===== config.mk =====
export PLATFORM = sky130hd
export DESIGN_NAME = mail_message_field_tokenizer
export DESIGN_NICKNAME = d
export VERILOG_FILES = /design/src/rtl/mmft_pkg.sv /design/src/rtl/mail_message_field_tokenizer.sv /design/src/rtl/mmft_handle.sv
export SDC_FILE = /design/constraint.sdc
export NUM_CORES = 1
export LEC_CHECK = 0
export ABC_CLOCK_PERIOD_IN_PS = 14320
export BUFFER_PORTS_ARGS = -buffer_cell sky130_fd_sc_hd__buf_2
export CORE_MARGIN = 2
export CORE_UTILIZATION = 45
export CTS_BUF_LIST = sky130_fd_sc_hd__clkbuf_8
export DETAILED_ROUTE_END_ITERATION = 8
export PLACE_DENSITY = 0.65
export SYNTH_ARGS = -nofsm -noshare
export SYNTH_HDL_FRONTEND = slang
export SYNTH_HIERARCHICAL = 1
export SYNTH_SLANG_ARGS = --single-unit

===== constraint.sdc =====
create_clock -name clk -period 14.32 [get_ports clk]
set_clock_uncertainty 0.05 [all_clocks]
set_input_delay 2.148 -clock clk [delete_from_list [all_inputs] [get_ports clk]]
set_output_delay 2.148 -clock clk [all_outputs]
set_load 0.01 [all_outputs]

===== src/rtl/mmft_pkg.sv =====
// ----------------------------------------------------------------------------
// Mail message field tokenizer package
// Shared request types, parser state, token codes and delimiter tables.
// ----------------------------------------------------------------------------
package mmft_pkg;

    localparam int BUF_DEPTH = 8;

    typedef struct packed {
        logic [7:0] in_byte;
        logic       at_file_end;
    } src_t;

    typedef struct packed {
        logic [3:0] token_kind;
        logic [7:0] out_byte;
        logic       last_of_run;
    } tok_t;

    typedef struct packed {
        logic [3:0] kind;
        logic [7:0] data;
    } res_t;

    typedef enum logic [2:0] {
        M_LINE,
        M_NAME,
        M_COLON,
        M_TEXT,
        M_SEP,
        M_BODY,
        M_SKIP,
        M_ERROR
    } mode_t;

    typedef enum logic [1:0] {
        SEQ_IDLE,
        SEQ_REPLAY,
        SEQ_LAST
    } seq_t;

    typedef struct packed {
        mode_t       mode;
        logic [1:0]  style;
        logic [9:0]  name_cnt;
        logic [15:0] chunk_cnt;
        logic [2:0]  match_cnt;
        logic        nl_pend;
        logic        line_start;
        logic        msg_open;
    } st_t;

    localparam logic [3:0] TK_NAME        = 4'd0;
    localparam logic [3:0] TK_TEXT        = 4'd1;
    localparam logic [3:0] TK_BODY        = 4'd2;
    localparam logic [3:0] TK_FIELD_END   = 4'd3;
    localparam logic [3:0] TK_FIELD_CHUNK = 4'd4;
    localparam logic [3:0] TK_LINE_BODY   = 4'd5;
    localparam logic [3:0] TK_MSG_END     = 4'd6;
    localparam logic [3:0] TK_FORMAT_ERR  = 4'd7;
    localparam logic [3:0] TK_LENGTH_ERR  = 4'd8;
    localparam logic [3:0] TK_FILE_END    = 4'd9;
    localparam logic [3:0] TK_BODY_CHUNK  = 4'd10;

    localparam logic [1:0] STYLE_SINGLE = 2'd0;
    localparam logic [1:0] STYLE_DETECT = 2'd1;
    localparam logic [1:0] STYLE_MBOX   = 2'd2;
    localparam logic [1:0] STYLE_CTLA   = 2'd3;

    localparam logic [1:0] REG_DROP_STYLE  = 2'd0;
    localparam logic [1:0] REG_NAME_LIMIT  = 2'd1;
    localparam logic [1:0] REG_CHUNK_LIMIT = 2'd2;

    localparam logic [7:0] CH_NL    = 8'h0A;
    localparam logic [7:0] CH_TAB   = 8'h09;
    localparam logic [7:0] CH_SPACE = 8'h20;
    localparam logic [7:0] CH_DASH  = 8'h2D;
    localparam logic [7:0] CH_COLON = 8'h3A;
    localparam logic [7:0] CH_CTLA  = 8'h01;

    localparam logic [2:0] FROM_LEN = 3'd5;

    // "From "
    function automatic logic [7:0] from_byte(input logic [2:0] i);
        logic [7:0] r;
        case (i)
            3'd0:    r = 8'h46;
            3'd1:    r = 8'h72;
            3'd2:    r = 8'h6F;
            3'd3:    r = 8'h6D;
            3'd4:    r = CH_SPACE;
            default: r = 8'h00;
        endcase
        return r;
    endfunction

    // mailbox: "\nFrom ", control-A: four control-A bytes and a newline
    function automatic logic [7:0] delim_byte(input logic [1:0] style, input logic [2:0] i);
        logic [7:0] r;
        if (style == STYLE_MBOX)
        begin
            if (i == 3'd0)
                r = CH_NL;
            else
                r = from_byte(3'(i - 3'd1));
        end
        else
        begin
            case (i)
                3'd0, 3'd1, 3'd2, 3'd3: r = CH_CTLA;
                3'd4:                   r = CH_NL;
                default:                r = 8'h00;
            endcase
        end
        return r;
    endfunction

    function automatic st_t start_state(input logic [1:0] style);
        st_t s;
        s.mode       = M_LINE;
        s.style      = style;
        s.name_cnt   = '0;
        s.chunk_cnt  = '0;
        s.match_cnt  = '0;
        s.nl_pend    = 1'b0;
        s.line_start = 1'b1;
        s.msg_open   = 1'b0;
        return s;
    endfunction

    function automatic res_t mk_res(input logic [3:0] kind, input logic [7:0] data);
        res_t r;
        r.kind = kind;
        r.data = data;
        return r;
    endfunction

endpackage


===== src/rtl/mail_message_field_tokenizer.sv =====
// ----------------------------------------------------------------------------
// Mail message field tokenizer
// Takes a mail file one byte per request and returns a stream of tokens:
// name, field text and body bytes, field/chunk/message ends and errors.
// A byte is parsed in the cycle it is accepted unless held bytes must be
// replayed first, so bytes enter one per cycle while no replay runs and no
// built tokens wait. A byte that breaks a partial delimiter match (or ends
// style detection) stalls the input while the held bytes (at most MAX_DELIM,
// or four in style detection) are replayed through the single byte handler
// one per cycle before the byte itself. Tokens leave one per cycle, while
// tok_stall is low, from an eight-entry output buffer; a second eight-entry
// build buffer holds the next byte's tokens, stalling input until they move.
// ----------------------------------------------------------------------------
module mail_message_field_tokenizer
    import mmft_pkg::*;
#(
    parameter int MAX_DELIM = 5
)
(
    input  logic        clk,
    input  logic        rst_n,
    input  logic        src_valid,
    output logic        src_stall,
    input  src_t        src_data,
    output logic        tok_valid,
    input  logic        tok_stall,
    output tok_t        tok_data,
    input  logic        cfg_valid,
    output logic        cfg_ready,
    input  logic [1:0]  cfg_index,
    input  logic [15:0] cfg_data
);

    localparam int DL_MBOX_I = 1 + ((MAX_DELIM < 5) ? MAX_DELIM : 5);
    localparam int DL_CTLA_I = 1 + ((MAX_DELIM < 4) ? MAX_DELIM : 4);
    localparam logic [2:0] DL_MBOX = 3'(DL_MBOX_I);
    localparam logic [2:0] DL_CTLA = 3'(DL_CTLA_I);

    logic [1:0]  drop_style_reg;
    logic [9:0]  name_limit_reg;
    logic [15:0] chunk_limit_reg;

    seq_t        phase_reg, phase_next;
    st_t         st_reg, st_next, st_pre, h_st;
    src_t        cur_reg;
    logic        cur_load;
    logic [2:0]  rep_idx_reg, rep_idx_next;
    logic [2:0]  rep_cnt_reg, rep_cnt_next;
    logic        rep_from_reg, rep_from_next;

    res_t [BUF_DEPTH-1:0] bld_reg, bld_next;
    logic [3:0]  bld_cnt_reg, bld_cnt_next;
    logic        bld_rdy_reg, bld_rdy_next;
    res_t [BUF_DEPTH-1:0] ob_reg;
    logic [3:0]  ob_cnt_reg, ob_cnt_next;
    logic [2:0]  ob_ptr_reg, ob_ptr_next;

    logic        take_in;
    logic        complete;
    logic        h_en;
    logic [7:0]  h_byte;
    logic        h_mm;
    res_t [2:0]  h_res, fe_res, nw;
    logic [1:0]  h_n, fe_n, nw_n;
    logic [15:0] chunk_eff;
    logic [3:0]  cnt_next;
    logic        out_fire, out_last, out_take;
    logic        move_bld, move_new;
    logic        cfg_wr;

    assign chunk_eff = (chunk_limit_reg < 16'd3) ? 16'd3 : chunk_limit_reg;
    assign src_stall = (phase_reg != SEQ_IDLE) || bld_rdy_reg;
    assign take_in   = src_valid && !src_stall;
    assign cfg_ready = 1'b1;
    assign cfg_wr    = cfg_valid && cfg_ready;

    mmft_handle u_handle (
        .st         (st_pre),
        .b          (h_byte),
        .mm         (h_mm),
        .name_limit (name_limit_reg),
        .chunk_eff  (chunk_eff),
        .st_next    (h_st),
        .res        (h_res),
        .res_n      (h_n)
    );

    always_comb
    begin
        logic [2:0] k;
        logic [2:0] dl;
        logic       delimited;
        logic       fin;
        logic       start_rep;
        logic [2:0] rep_k;
        logic       rep_from;

        st_pre        = st_reg;
        h_en          = 1'b0;
        h_byte        = src_data.in_byte;
        h_mm          = 1'b1;
        complete      = 1'b0;
        phase_next    = phase_reg;
        rep_idx_next  = rep_idx_reg;
        rep_cnt_next  = rep_cnt_reg;
        rep_from_next = rep_from_reg;
        cur_load      = 1'b0;
        fe_res        = '0;
        fe_n          = 2'd0;
        fin           = 1'b0;
        start_rep     = 1'b0;
        rep_k         = 3'd0;
        rep_from      = 1'b0;
        k             = st_reg.match_cnt;
        dl            = (st_reg.style == STYLE_MBOX) ? DL_MBOX :
                        (st_reg.style == STYLE_CTLA) ? DL_CTLA : 3'd0;
        delimited     = (dl != 3'd0);

        case (phase_reg)
            SEQ_IDLE:
            begin
                if (take_in)
                begin
                    if (src_data.at_file_end)
                    begin
                        if (st_reg.style == STYLE_DETECT)
                        begin
                            st_pre.style     = STYLE_CTLA;
                            st_pre.match_cnt = 3'd0;
                            if (k != 3'd0)
                            begin
                                start_rep = 1'b1;
                                rep_from  = 1'b1;
                                rep_k     = k;
                            end
                            else
                                fin = 1'b1;
                        end
                        else if (k != 3'd0 && delimited)
                        begin
                            st_pre.match_cnt = 3'd0;
                            if (!(st_reg.style == STYLE_MBOX && k == 3'd1))
                            begin
                                start_rep = 1'b1;
                                rep_k     = k;
                            end
                            else
                                fin = 1'b1;
                        end
                        else
                            fin = 1'b1;
                    end
                    else if (st_reg.style == STYLE_DETECT)
                    begin
                        if (src_data.in_byte == from_byte(k))
                        begin
                            st_pre.match_cnt = 3'(k + 3'd1);
                            if (3'(k + 3'd1) == FROM_LEN)
                            begin
                                st_pre.style     = STYLE_MBOX;
                                st_pre.match_cnt = 3'd0;
                                st_pre.mode      = M_SKIP;
                            end
                            complete = 1'b1;
                        end
                        else
                        begin
                            st_pre.style     = STYLE_CTLA;
                            st_pre.match_cnt = 3'd0;
                            if (k != 3'd0)
                            begin
                                start_rep = 1'b1;
                                rep_from  = 1'b1;
                                rep_k     = k;
                            end
                            else
                            begin
                                h_en     = 1'b1;
                                complete = 1'b1;
                            end
                        end
                    end
                    else if (k != 3'd0 && delimited)
                    begin
                        if (k < dl && src_data.in_byte == delim_byte(st_reg.style, k))
                        begin
                            st_pre.match_cnt = 3'(k + 3'd1);
                            if (3'(k + 3'd1) >= dl)
                            begin
                                fe_res[0]         = mk_res(TK_MSG_END, 8'h00);
                                fe_n              = {1'b0, st_reg.msg_open};
                                st_pre.msg_open   = 1'b0;
                                st_pre.name_cnt   = '0;
                                st_pre.chunk_cnt  = '0;
                                st_pre.match_cnt  = 3'd0;
                                st_pre.nl_pend    = 1'b0;
                                st_pre.line_start = 1'b1;
                                st_pre.mode       = (st_reg.style == STYLE_MBOX) ? M_SKIP
                                                                                 : M_LINE;
                            end
                            complete = 1'b1;
                        end
                        else
                        begin
                            st_pre.match_cnt = 3'd0;
                            start_rep        = 1'b1;
                            rep_k            = k;
                        end
                    end
                    else
                    begin
                        st_pre.match_cnt = 3'd0;
                        h_en             = 1'b1;
                        complete         = 1'b1;
                    end
                end
            end
            SEQ_REPLAY:
            begin
                h_en         = 1'b1;
                h_byte       = rep_from_reg ? from_byte(rep_idx_reg)
                                            : delim_byte(st_reg.style, rep_idx_reg);
                h_mm         = rep_from_reg || (rep_idx_reg != 3'd0);
                rep_idx_next = 3'(rep_idx_reg + 3'd1);
                if (3'(rep_idx_reg + 3'd1) == rep_cnt_reg)
                    phase_next = SEQ_LAST;
            end
            SEQ_LAST:
            begin
                if (cur_reg.at_file_end)
                    fin = 1'b1;
                else
                begin
                    h_en     = 1'b1;
                    h_byte   = cur_reg.in_byte;
                    complete = 1'b1;
                end
            end
            default:
            begin
            end
        endcase

        if (start_rep)
        begin
            phase_next    = SEQ_REPLAY;
            rep_idx_next  = 3'd0;
            rep_cnt_next  = rep_k;
            rep_from_next = rep_from;
            cur_load      = 1'b1;
        end

        if (fin)
        begin
            if (st_pre.mode == M_NAME || st_pre.mode == M_COLON)
            begin
                fe_res[0] = mk_res(TK_FORMAT_ERR, 8'h00);
                fe_res[1] = mk_res(TK_FILE_END, 8'h00);
                fe_n      = 2'd2;
            end
            else if (st_pre.mode == M_TEXT)
            begin
                fe_res[0] = mk_res(TK_FIELD_END, 8'h00);
                fe_res[1] = mk_res(TK_FILE_END, 8'h00);
                fe_n      = 2'd2;
            end
            else
            begin
                fe_res[0] = mk_res(TK_FILE_END, 8'h00);
                fe_n      = 2'd1;
            end
            st_pre   = start_state(drop_style_reg);
            complete = 1'b1;
        end

        if (complete)
            phase_next = SEQ_IDLE;
    end

    assign st_next = (cfg_wr && cfg_index == REG_DROP_STYLE) ? start_state(cfg_data[1:0]) :
                     h_en ? h_st : st_pre;
    assign nw      = h_en ? h_res : fe_res;
    assign nw_n    = h_en ? h_n : fe_n;

    // append this cycle's tokens behind those already built for the request
    always_comb
    begin
        logic [3:0] off;
        logic [3:0] sum;

        bld_next = bld_reg;
        for (int i = 0; i < BUF_DEPTH; i++)
        begin
            off = 4'(i) - bld_cnt_reg;
            if (4'(i) >= bld_cnt_reg && off < {2'b00, nw_n})
                bld_next[i] = nw[off[1:0]];
        end
        sum      = bld_cnt_reg + {2'b00, nw_n};
        cnt_next = (sum > 4'(BUF_DEPTH)) ? 4'(BUF_DEPTH) : sum;
    end

    assign tok_valid = (ob_cnt_reg != 4'd0);
    assign out_fire  = tok_valid && !tok_stall;
    assign out_last  = ({1'b0, ob_ptr_reg} + 4'd1 == ob_cnt_reg);
    assign out_take  = (ob_cnt_reg == 4'd0) || (out_fire && out_last);
    assign move_bld  = bld_rdy_reg && out_take;
    assign move_new  = complete && (cnt_next != 4'd0) && out_take;

    assign tok_data.token_kind  = ob_reg[ob_ptr_reg].kind;
    assign tok_data.out_byte    = ob_reg[ob_ptr_reg].data;
    assign tok_data.last_of_run = out_last;

    always_comb
    begin
        ob_cnt_next  = ob_cnt_reg;
        ob_ptr_next  = ob_ptr_reg;
        bld_cnt_next = cnt_next;
        bld_rdy_next = bld_rdy_reg;

        if (out_fire)
        begin
            if (out_last)
            begin
                ob_cnt_next = 4'd0;
                ob_ptr_next = 3'd0;
            end
            else
                ob_ptr_next = 3'(ob_ptr_reg + 3'd1);
        end

        if (move_bld)
        begin
            ob_cnt_next  = bld_cnt_reg;
            ob_ptr_next  = 3'd0;
            bld_cnt_next = 4'd0;
            bld_rdy_next = 1'b0;
        end
        else if (complete)
        begin
            if (move_new)
            begin
                ob_cnt_next  = cnt_next;
                ob_ptr_next  = 3'd0;
                bld_cnt_next = 4'd0;
            end
            else if (cnt_next != 4'd0)
                bld_rdy_next = 1'b1;
        end
    end

    always_ff @(posedge clk or negedge rst_n)
    begin
        if (!rst_n)
        begin
            drop_style_reg  <= STYLE_SINGLE;
            name_limit_reg  <= 10'd997;
            chunk_limit_reg <= 16'd8191;
            phase_reg       <= SEQ_IDLE;
            st_reg          <= start_state(STYLE_SINGLE);
            rep_idx_reg     <= 3'd0;
            rep_cnt_reg     <= 3'd0;
            rep_from_reg    <= 1'b0;
            bld_cnt_reg     <= 4'd0;
            bld_rdy_reg     <= 1'b0;
            ob_cnt_reg      <= 4'd0;
            ob_ptr_reg      <= 3'd0;
        end
        else
        begin
            phase_reg    <= phase_next;
            st_reg       <= st_next;
            rep_idx_reg  <= rep_idx_next;
            rep_cnt_reg  <= rep_cnt_next;
            rep_from_reg <= rep_from_next;
            bld_cnt_reg  <= bld_cnt_next;
            bld_rdy_reg  <= bld_rdy_next;
            ob_cnt_reg   <= ob_cnt_next;
            ob_ptr_reg   <= ob_ptr_next;
            if (cfg_wr)
            begin
                case (cfg_index)
                    REG_DROP_STYLE:  drop_style_reg  <= cfg_data[1:0];
                    REG_NAME_LIMIT:  name_limit_reg  <= cfg_data[9:0];
                    REG_CHUNK_LIMIT: chunk_limit_reg <= cfg_data;
                    default:
                    begin
                    end
                endcase
            end
        end
    end

    always_ff @(posedge clk)
    begin
        bld_reg <= bld_next;
        if (cur_load)
            cur_reg <= src_data;
        if (move_bld)
            ob_reg <= bld_reg;
        else if (move_new)
            ob_reg <= bld_next;
    end

endmodule


===== src/rtl/mmft_handle.sv =====
// ----------------------------------------------------------------------------
// Mail message field tokenizer byte handler
// Classifies one byte against the parser state and lists up to three tokens.
// ----------------------------------------------------------------------------
module mmft_handle
    import mmft_pkg::*;
(
    input  st_t              st,
    input  logic [7:0]       b,
    input  logic             mm,
    input  logic [9:0]       name_limit,
    input  logic [15:0]      chunk_eff,
    output st_t              st_next,
    output res_t [2:0]       res,
    output logic [1:0]       res_n
);

    always_comb
    begin
        logic       delimited;
        logic [7:0] d0;
        logic       do_line;
        logic       line_mm;
        logic [16:0] cc_inc;
        logic [16:0] ec;

        st_next   = st;
        res       = '0;
        res_n     = 2'd0;
        do_line   = 1'b0;
        line_mm   = 1'b0;
        delimited = (st.style == STYLE_MBOX) || (st.style == STYLE_CTLA);
        d0        = delim_byte(st.style, 3'd0);
        ec        = {1'b0, chunk_eff};
        cc_inc    = {1'b0, st.chunk_cnt} + 17'd1;

        case (st.mode)
            M_LINE:
            begin
                do_line = 1'b1;
                line_mm = mm;
            end
            M_NAME:
            begin
                if (b == CH_COLON)
                begin
                    st_next.mode      = M_COLON;
                    st_next.chunk_cnt = '0;
                end
                else if (b == CH_NL)
                begin
                    if (ec < {7'd0, st.name_cnt} + 17'd2)
                    begin
                        res[0]       = mk_res(TK_FORMAT_ERR, 8'h00);
                        res_n        = 2'd1;
                        st_next.mode = M_ERROR;
                    end
                    else
                    begin
                        res[0]             = mk_res(TK_LINE_BODY, 8'h00);
                        res[1]             = mk_res(TK_BODY, CH_NL);
                        res_n              = 2'd2;
                        st_next.mode       = M_BODY;
                        st_next.line_start = 1'b1;
                        cc_inc             = {7'd0, st.name_cnt} + 17'd1;
                        if (cc_inc >= ec)
                        begin
                            res[2]            = mk_res(TK_BODY_CHUNK, 8'h00);
                            res_n             = 2'd3;
                            st_next.chunk_cnt = '0;
                        end
                        else
                            st_next.chunk_cnt = cc_inc[15:0];
                    end
                end
                else if (st.name_cnt >= name_limit)
                begin
                    res[0]       = mk_res(TK_LENGTH_ERR, 8'h00);
                    res_n        = 2'd1;
                    st_next.mode = M_ERROR;
                end
                else
                begin
                    res[0]           = mk_res(TK_NAME, b);
                    res_n            = 2'd1;
                    st_next.name_cnt = 10'(st.name_cnt + 10'd1);
                end
            end
            M_COLON, M_TEXT:
            begin
                if (st.nl_pend && b != CH_SPACE && b != CH_TAB)
                begin
                    res[0]            = mk_res(TK_FIELD_END, 8'h00);
                    res_n             = 2'd1;
                    st_next.nl_pend   = 1'b0;
                    st_next.name_cnt  = '0;
                    st_next.chunk_cnt = '0;
                    st_next.mode      = M_LINE;
                    do_line           = 1'b1;
                    line_mm           = 1'b1;
                end
                else
                begin
                    st_next.nl_pend = (b == CH_NL);
                    st_next.mode    = M_TEXT;
                    res[0]          = mk_res(TK_TEXT, b);
                    if (cc_inc >= ec)
                    begin
                        res[1]            = mk_res(TK_FIELD_CHUNK, 8'h00);
                        res_n             = 2'd2;
                        st_next.chunk_cnt = '0;
                    end
                    else
                    begin
                        res_n             = 2'd1;
                        st_next.chunk_cnt = cc_inc[15:0];
                    end
                end
            end
            M_SEP:
            begin
                if (b == CH_NL)
                begin
                    st_next.mode       = M_BODY;
                    st_next.chunk_cnt  = '0;
                    st_next.line_start = 1'b1;
                end
            end
            M_BODY:
            begin
                if (st.line_start && mm && delimited && b == d0)
                    st_next.match_cnt = 3'd1;
                else
                begin
                    res[0]             = mk_res(TK_BODY, b);
                    st_next.line_start = (b == CH_NL);
                    if (cc_inc >= ec)
                    begin
                        res[1]            = mk_res(TK_BODY_CHUNK, 8'h00);
                        res_n             = 2'd2;
                        st_next.chunk_cnt = '0;
                    end
                    else
                    begin
                        res_n             = 2'd1;
                        st_next.chunk_cnt = cc_inc[15:0];
                    end
                end
            end
            M_SKIP:
            begin
                if (b == CH_NL)
                    st_next.mode = M_LINE;
            end
            default:
            begin
            end
        endcase

        if (do_line)
        begin
            if (line_mm && delimited && b == d0)
                st_next.match_cnt = 3'd1;
            else if (b == CH_NL)
            begin
                st_next.mode       = M_BODY;
                st_next.chunk_cnt  = '0;
                st_next.line_start = 1'b1;
            end
            else if (b == CH_DASH)
                st_next.mode = M_SEP;
            else if (b == CH_COLON)
            begin
                st_next.mode      = M_COLON;
                st_next.chunk_cnt = '0;
            end
            else if (st_next.name_cnt >= name_limit)
            begin
                res[res_n]   = mk_res(TK_LENGTH_ERR, 8'h00);
                res_n        = 2'(res_n + 2'd1);
                st_next.mode = M_ERROR;
            end
            else
            begin
                res[res_n]       = mk_res(TK_NAME, b);
                res_n            = 2'(res_n + 2'd1);
                st_next.name_cnt = 10'd1;
                st_next.mode     = M_NAME;
            end
        end

        if (res_n != 2'd0)
            st_next.msg_open = 1'b1;
    end

endmodule


==> flow_summary.json, run 1 <==
{
  "ys_ff_latch": 287,
  "die_w_um": 209,
  "synth_cells": 2183,
  "hold_depth": 2,
  "pin_count": 48,
  "vias_per_cell": 5.91,
  "drv_cap": 0,
  "comb_power_share": 0.495,
  "swShare": 0.450,
  "cts_hold_buffers": 0,
  "die-area_um2": 43800,
  "synth_area_per_cell_um2": 8.70,
  "synth-main-ff-cell": "edfxtp_1",
  "vdd.ir_drop.worst_mv": 0.182,
  "worstSetupEndpointType": "flop",
  "worst_path_largest_cell_delay_ns": 0.68,
  "hold_viol": 0,
  "fin_crit_sh": 0.725,
  "htree_num_levels": 2,
  "diodes": 0,
  "relSlewSlack": 0.193,
  "grt_pass1_wl_um": 84300,
  "crit_path_start_kind": "primary input",
  "drive_above_1_share": 0.137,
  "clkSinkCount": 287,
  "reg2regPathDepth": 34,
  "cts_resized": 0,
  "ant_nets": 0,
  "antenna_found_initial": 0,
  "chipHeight_um": 209,
  "io_buffers": 46,
  "num_vias": 16200,
  "path_clk_slew_ns": 0.06,
  "power_leakage_nw": 8.34,
  "tightest_slew_ns": 1.20,
  "area_delta_synth_final_pct": 7.98,
  "cts_setup_buffers": 0,
  "grt_overflow_total": 0,
  "yosys.area.top_type_share": 0.166,
  "grt_usage": 0.242,
  "hold_class": "reg -> reg",
  "drt-wirelength-per-cell_um": 19.4,
  "rsz0062_at_grt": "no",
  "ys_seq_area_frac": 0.382,
  "crit_required_ns": 14.54,
  "power.internal_w": 0.00231,
  "synth_edf_count": 105,
  "cp_common_cell": "inv_1",
  "setup_violations": 0,
  "grt_pass1_vias": 15500,
  "drt_pass1_iterations": 6,
  "cts_made_buffers": 51,
  "tns_ns": 0,
  "p_sw_w": 0.00189,
  "power_density_nw_per_um2": 205,
  "design.core.area_um2": 41800,
  "fin_area_um2": 20500,
  "initial_utilization": 0.455,
  "yosys_warnings": 6,
  "p_seq_frac": 0.322,
  "slew_violations": 0,
  "cts-root-buf": "clkbuf_8",
  "dpl_cell_area_um2": 19500,
  "arrival_ns": 10.60,
  "grt_start_max_net_pins": 80,
  "totalWireLength_um": 53300,
  "core.rowCount": 75,
  "drt_iter0_markers": 1177,
  "worst_path_max_delay_cell": "buf_4",
  "crit_type": "in -> reg",
  "drcViolationCount": 0,
  "synth_cell_type_count": 113,
  "period_minus_slack_ns": 10.38,
  "async_flop_share": 0.300,
  "routabilityCongestion": 0.919,
  "synth_area_leaders": "edfxtp_1 17%, dfxtp_1 10%, dfrtp_1 8.6%",
  "status": "finished, final reports clean",
  "mappedNetlistArea_um2": 19000,
  "yosysTopAreaCell": "edfxtp_1",
  "max_freq_mhz": 96.3,
  "fin_nets": 2298,
  "cts_tree": "yes",
  "pwr-share-clk": 0.183,
  "clock_latency_ns": 0.64,
  "clockBufferDepth": 3,
  "cp_max_fo": 53,
  "dp_hpwl_um": 36300
}
[Yosys cell counts, types with 24 or more instances]
cell	count
and2_1	26
nor3_1	29
o21ai_0	156
inv_1	77
nor2_1	272
a21oi_1	109
clkbuf_1	93
ha_1	100
xnor2_1	29
nand3_1	46
dfxtp_1	96
edfxtp_1	105
and3_1	58
dfrtp_1	65
nand2_1	319
o31ai_1	38
mux4_2	24
mux2i_1	42
o21ai_1	26
mux2_2	54
[per-stage QoR]
step	std cells	util	hold slack (ns)	power [W]	setup slack (ns)
2_1_floorplan	2185	-	0.369	0.00286	3.28
3_3_place_gp	2650	0.466	0.380	0.00337	3.54
3_5_place_dp	2650	0.466	0.393	0.00343	3.31
4_1_cts	2745	0.491	0.399	0.00421	3.99
5_1_grt	2745	0.491	0.425	0.00449	3.30
6_report	2745	0.491	0.398	0.00420	3.94
[routing by layer]
layer  up-vias  part of all wire  wire length, um  GRT usage
met5         -                 0                0          0
met4         0             0.030             1600     0.0847
met3       109             0.058             3100     0.0397
met2       539              0.48            25500      0.411
met1      7817              0.43            23100      0.311
li1       7768                 -                -          -
[logic make-up (layout without fill, tap and decap cells)]
logic type / count (synthesis) / count (layout) / share of synthesized area
AND/OR/NAND/NOR: 884 / 884 / 0.216
adder cells (fa/ha/maj): 102 / 102 / 0.0680
AO/OA/AOI/OAI: 520 / 520 / 0.180
multiplexers: 120 / 120 / 0.0826
flip-flops: 287 / 287 / 0.382
other: 2 / 4 / 0.000396
buffers and inverters: 223 / 244 / 0.0496
XOR/XNOR: 45 / 45 / 0.0208
[area by class of cell]
type	instances	area, um2
Sequential cell	287	7250
Multi-Input combinational cell	1675	10800
Tap cell	539	674
Fill cell	3973	21300
Timing Repair Buffer	70	413
Inverter	79	297
Clock inverter	33	175
Clock buffer	62	853
[layout by cell type (no fill, tap or decap), drive strengths merged, types with 22 or more instances in the layout]
master	synthesis	final
inv	79	102
mux4	24	24
mux2i	42	42
mux2	54	54
dfrtp	65	65
nor2	275	275
and3	58	58
dfxtp	96	96
xnor2	29	29
edfxtp	105	105
a31oi	22	22
nand3	47	47
nor3	31	31
o31ai	41	41
o21ai	184	184
clkbuf	93	62
a21oi	113	113
and2	29	29
ha	100	100
buf	51	70
nand2	320	320
[worst max-delay path, delay by kind of cell]
kind                       cells  cell delay [ns]
buffers and inverters          7             1.47
AOI/OAI and AO/OA              8             2.48
muxes                          1             0.28
adders and majority gates      4             1.34
and+or+nand+nor                9             2.46
xor gates and xnor gates       2             0.35
[path summary, 6_finish.rpt]
check / from / to / slack, ns
max reg2reg: st_reg[33] / ob_reg[5] / 3.98
min in group asynchronous: rst_n / st_reg[6] / 1.47
min reg2reg: bld_reg[34] / bld_reg[34] / 0.40
max in group asynchronous: rst_n / st_reg[3] / 11.66
min: bld_reg[34] / bld_reg[34] / 0.40
max: src_data[8] / ob_reg[5] / 3.94
[power by group through the flow]
stage | logic [W] | clock network (W) | registers [W]
finish | 0.00208 | 0.000769 | 0.00135
floorplan | 0.00157 | 0 | 0.00129
global placement | 0.00202 | 0 | 0.00136
global route | 0.00228 | 0.000823 | 0.00138
CTS | 0.00207 | 0.000787 | 0.00135
detailed placement | 0.00206 | 0 | 0.00137
Note: power is estimated with default switching activity, not from simulation.
==> inputs of run 2 (changes only) <==
--- a/config.mk
+++ b/config.mk
@@ -5,7 +5,7 @@
 export SDC_FILE = /design/constraint.sdc
 export NUM_CORES = 1
 export LEC_CHECK = 0
-export ABC_CLOCK_PERIOD_IN_PS = 14320
+export ABC_CLOCK_PERIOD_IN_PS = 10550
 export BUFFER_PORTS_ARGS = -buffer_cell sky130_fd_sc_hd__buf_2
 export CORE_MARGIN = 2
 export CORE_UTILIZATION = 45
==> constraint.sdc (replaced) <==
create_clock -name clk -period 10.55 [get_ports clk]
set_clock_uncertainty 0.05 [all_clocks]
set_input_delay 1.5825 -clock clk [delete_from_list [all_inputs] [get_ports clk]]
set_output_delay 1.5825 -clock clk [all_outputs]
set_load 0.01 [all_outputs]
==> flow_summary.json, run 2 (synthesis gave the netlist of run 1 again) <==
{
  "status": "finished, final reports clean",
  "period_minus_slack_ns": 9.67,
  "clkSinkCount": 287,
  "core.rowCount": 75,
  "die-area_um2": 43800,
  "cp_max_fo": 101,
  "routabilityCongestion": 0.942,
  "grt_start_max_net_pins": 102,
  "rsz0062_at_grt": "no",
  "cp_common_cell": "ha_1",
  "die_w_um": 209,
  "worst_path_largest_cell_delay_ns": 0.85,
  "vdd.ir_drop.worst_mv": 0.186,
  "path_delay_family": "simple AND/OR/NAND/NOR gates",
  "cts_made_buffers": 50,
  "cp_num_buf_inv": 6,
  "grt_pass1_wl_um": 83400,
  "tns_ns": 0,
  "initial_utilization": 0.455,
  "cts_resized": 0,
  "path_clk_slew_ns": 0.06,
  "ant_nets": 0,
  "cts_hold_buffers": 0,
  "worstSetupEndpointType": "flop",
  "vias_per_cell": 5.87,
  "slew_violations": 0,
  "clock_latency_ns": 0.64,
  "num_vias": 16100,
  "arrival_ns": 9.87,
  "cts_setup_buffers": 0,
  "totalWireLength_um": 52000,
  "setup_violations": 0,
  "grt_overflow_total": 0,
  "power_density_nw_per_um2": 278,
  "cts-root-buf": "clkbuf_8",
  "hold_viol": 0,
  "htree_num_levels": 2,
  "area_delta_synth_final_pct": 8.50,
  "hold_slack_ns": 0.395,
  "crit_required_ns": 10.75,
  "reg2reg_slack_ns": 0.88,
  "design.core.area_um2": 41800,
  "diodes": 0,
  "chipHeight_um": 209,
  "tightest_slew_ns": 1.02,
  "relSlewSlack": 0.323,
  "layout_common_cells": "318 x nand2_1, 272 x nor2_1, 156 x o21ai_0",
  "drv_cap": 0,
  "cts_tree": "yes",
  "max_freq_mhz": 103,
  "fin_nets": 2305,
  "io_buffers": 46,
  "total_power_w": 0.00572,
  "clockBufferDepth": 3,
  "worst_path_max_delay_cell": "or4_1",
  "drt-wirelength-per-cell_um": 18.9,
  "grt_pass1_vias": 15600,
  "crit_type": "reg -> reg",
  "hold_class": "reg -> reg",
  "crit_path_start_kind": "flop",
  "drt_pass1_iterations": 5,
  "antenna_found_initial": 0,
  "pin_count": 48,
  "power_leakage_nw": 8.38,
  "dp_hpwl_um": 36500,
  "grt_usage": 0.237,
  "fin_crit_sh": 0.917,
  "final_common_cell": "nand2_1",
  "drcViolationCount": 0,
  "drt_iter0_markers": 1427,
  "drive_above_1_share": 0.142
}
run 2: cell count changes in the layout (fill, tap and decap cells not counted), sizes merged:
cell    change
buf         +8
clkinv      -3
bufinv      +1
clkbuf      +1
inv         -1
run 2: worst paths after layout:
kind | depth (start not counted) | end | from
worst max-delay path | 33 | ob_reg[70] | st_reg[33]
worst min-delay path | 2 | bld_reg[10] | bld_reg[10]
worst max register to register | 33 | ob_reg[70] | st_reg[33]
worst min register to register | 2 | bld_reg[10] | bld_reg[10]
max in group asynchronous | 2 | ob_ptr_reg[0] | rst_n
min in group asynchronous | 1 | chunk_limit_reg[13] | rst_n
run 2: per-stage QoR:
stage,std cells,area [um2],util,worst slack (ns)
floorplan,2185,19000,-,0.0756
global placement,2658,19500,0.468,0.905
detailed placement,2658,19500,0.468,0.813
CTS,2751,20600,0.493,0.961
global route,2751,20600,0.493,0.272
finish,2751,20600,0.493,0.878
run 2: per-layer routing:
| layer | GRT usage | vias up | share of wire |
|---|---|---|---|
| met4 | 0.0958 | 0 | 0.033 |
| met5 | 0 | - | 0 |
| li1 | - | 7799 | - |
| met2 | 0.394 | 482 | 0.48 |
| met1 | 0.311 | 7741 | 0.43 |
| met3 | 0.0344 | 120 | 0.054 |
run 2: worst reg2reg max path: cells and delay by family (launching register included):
family                   cells  cell delay, ns
AO/OA/AOI/OAI               10            2.14
XOR/XNOR                     2            0.45
adder cells (fa/ha/maj)      5            1.78
buffers and inverters        6            1.44
flip-flops                   1            0.50
multiplexers                 1            0.27
AND/OR/NAND/NOR              9            2.49
run 2: cell type report:
cell class	instances	area, um2
clock buffers	63	867
clock inverters	30	193
fillers	3917	21200
inverters	79	297
multi-input cells	1675	10800
flip-flops and latches	287	7250
well taps	539	674
repair buffers	78	485
run 2: power breakdown:
group	total (W)	leakage, nW	internal, W	switching [W]
Sequential	0.00180	2.84	0.00161	0.000187
Combinational	0.00286	4.92	0.000976	0.00188
Clock	0.00106	0.625	0.000590	0.000472
Total	0.00572	8.38	0.00318	0.00254
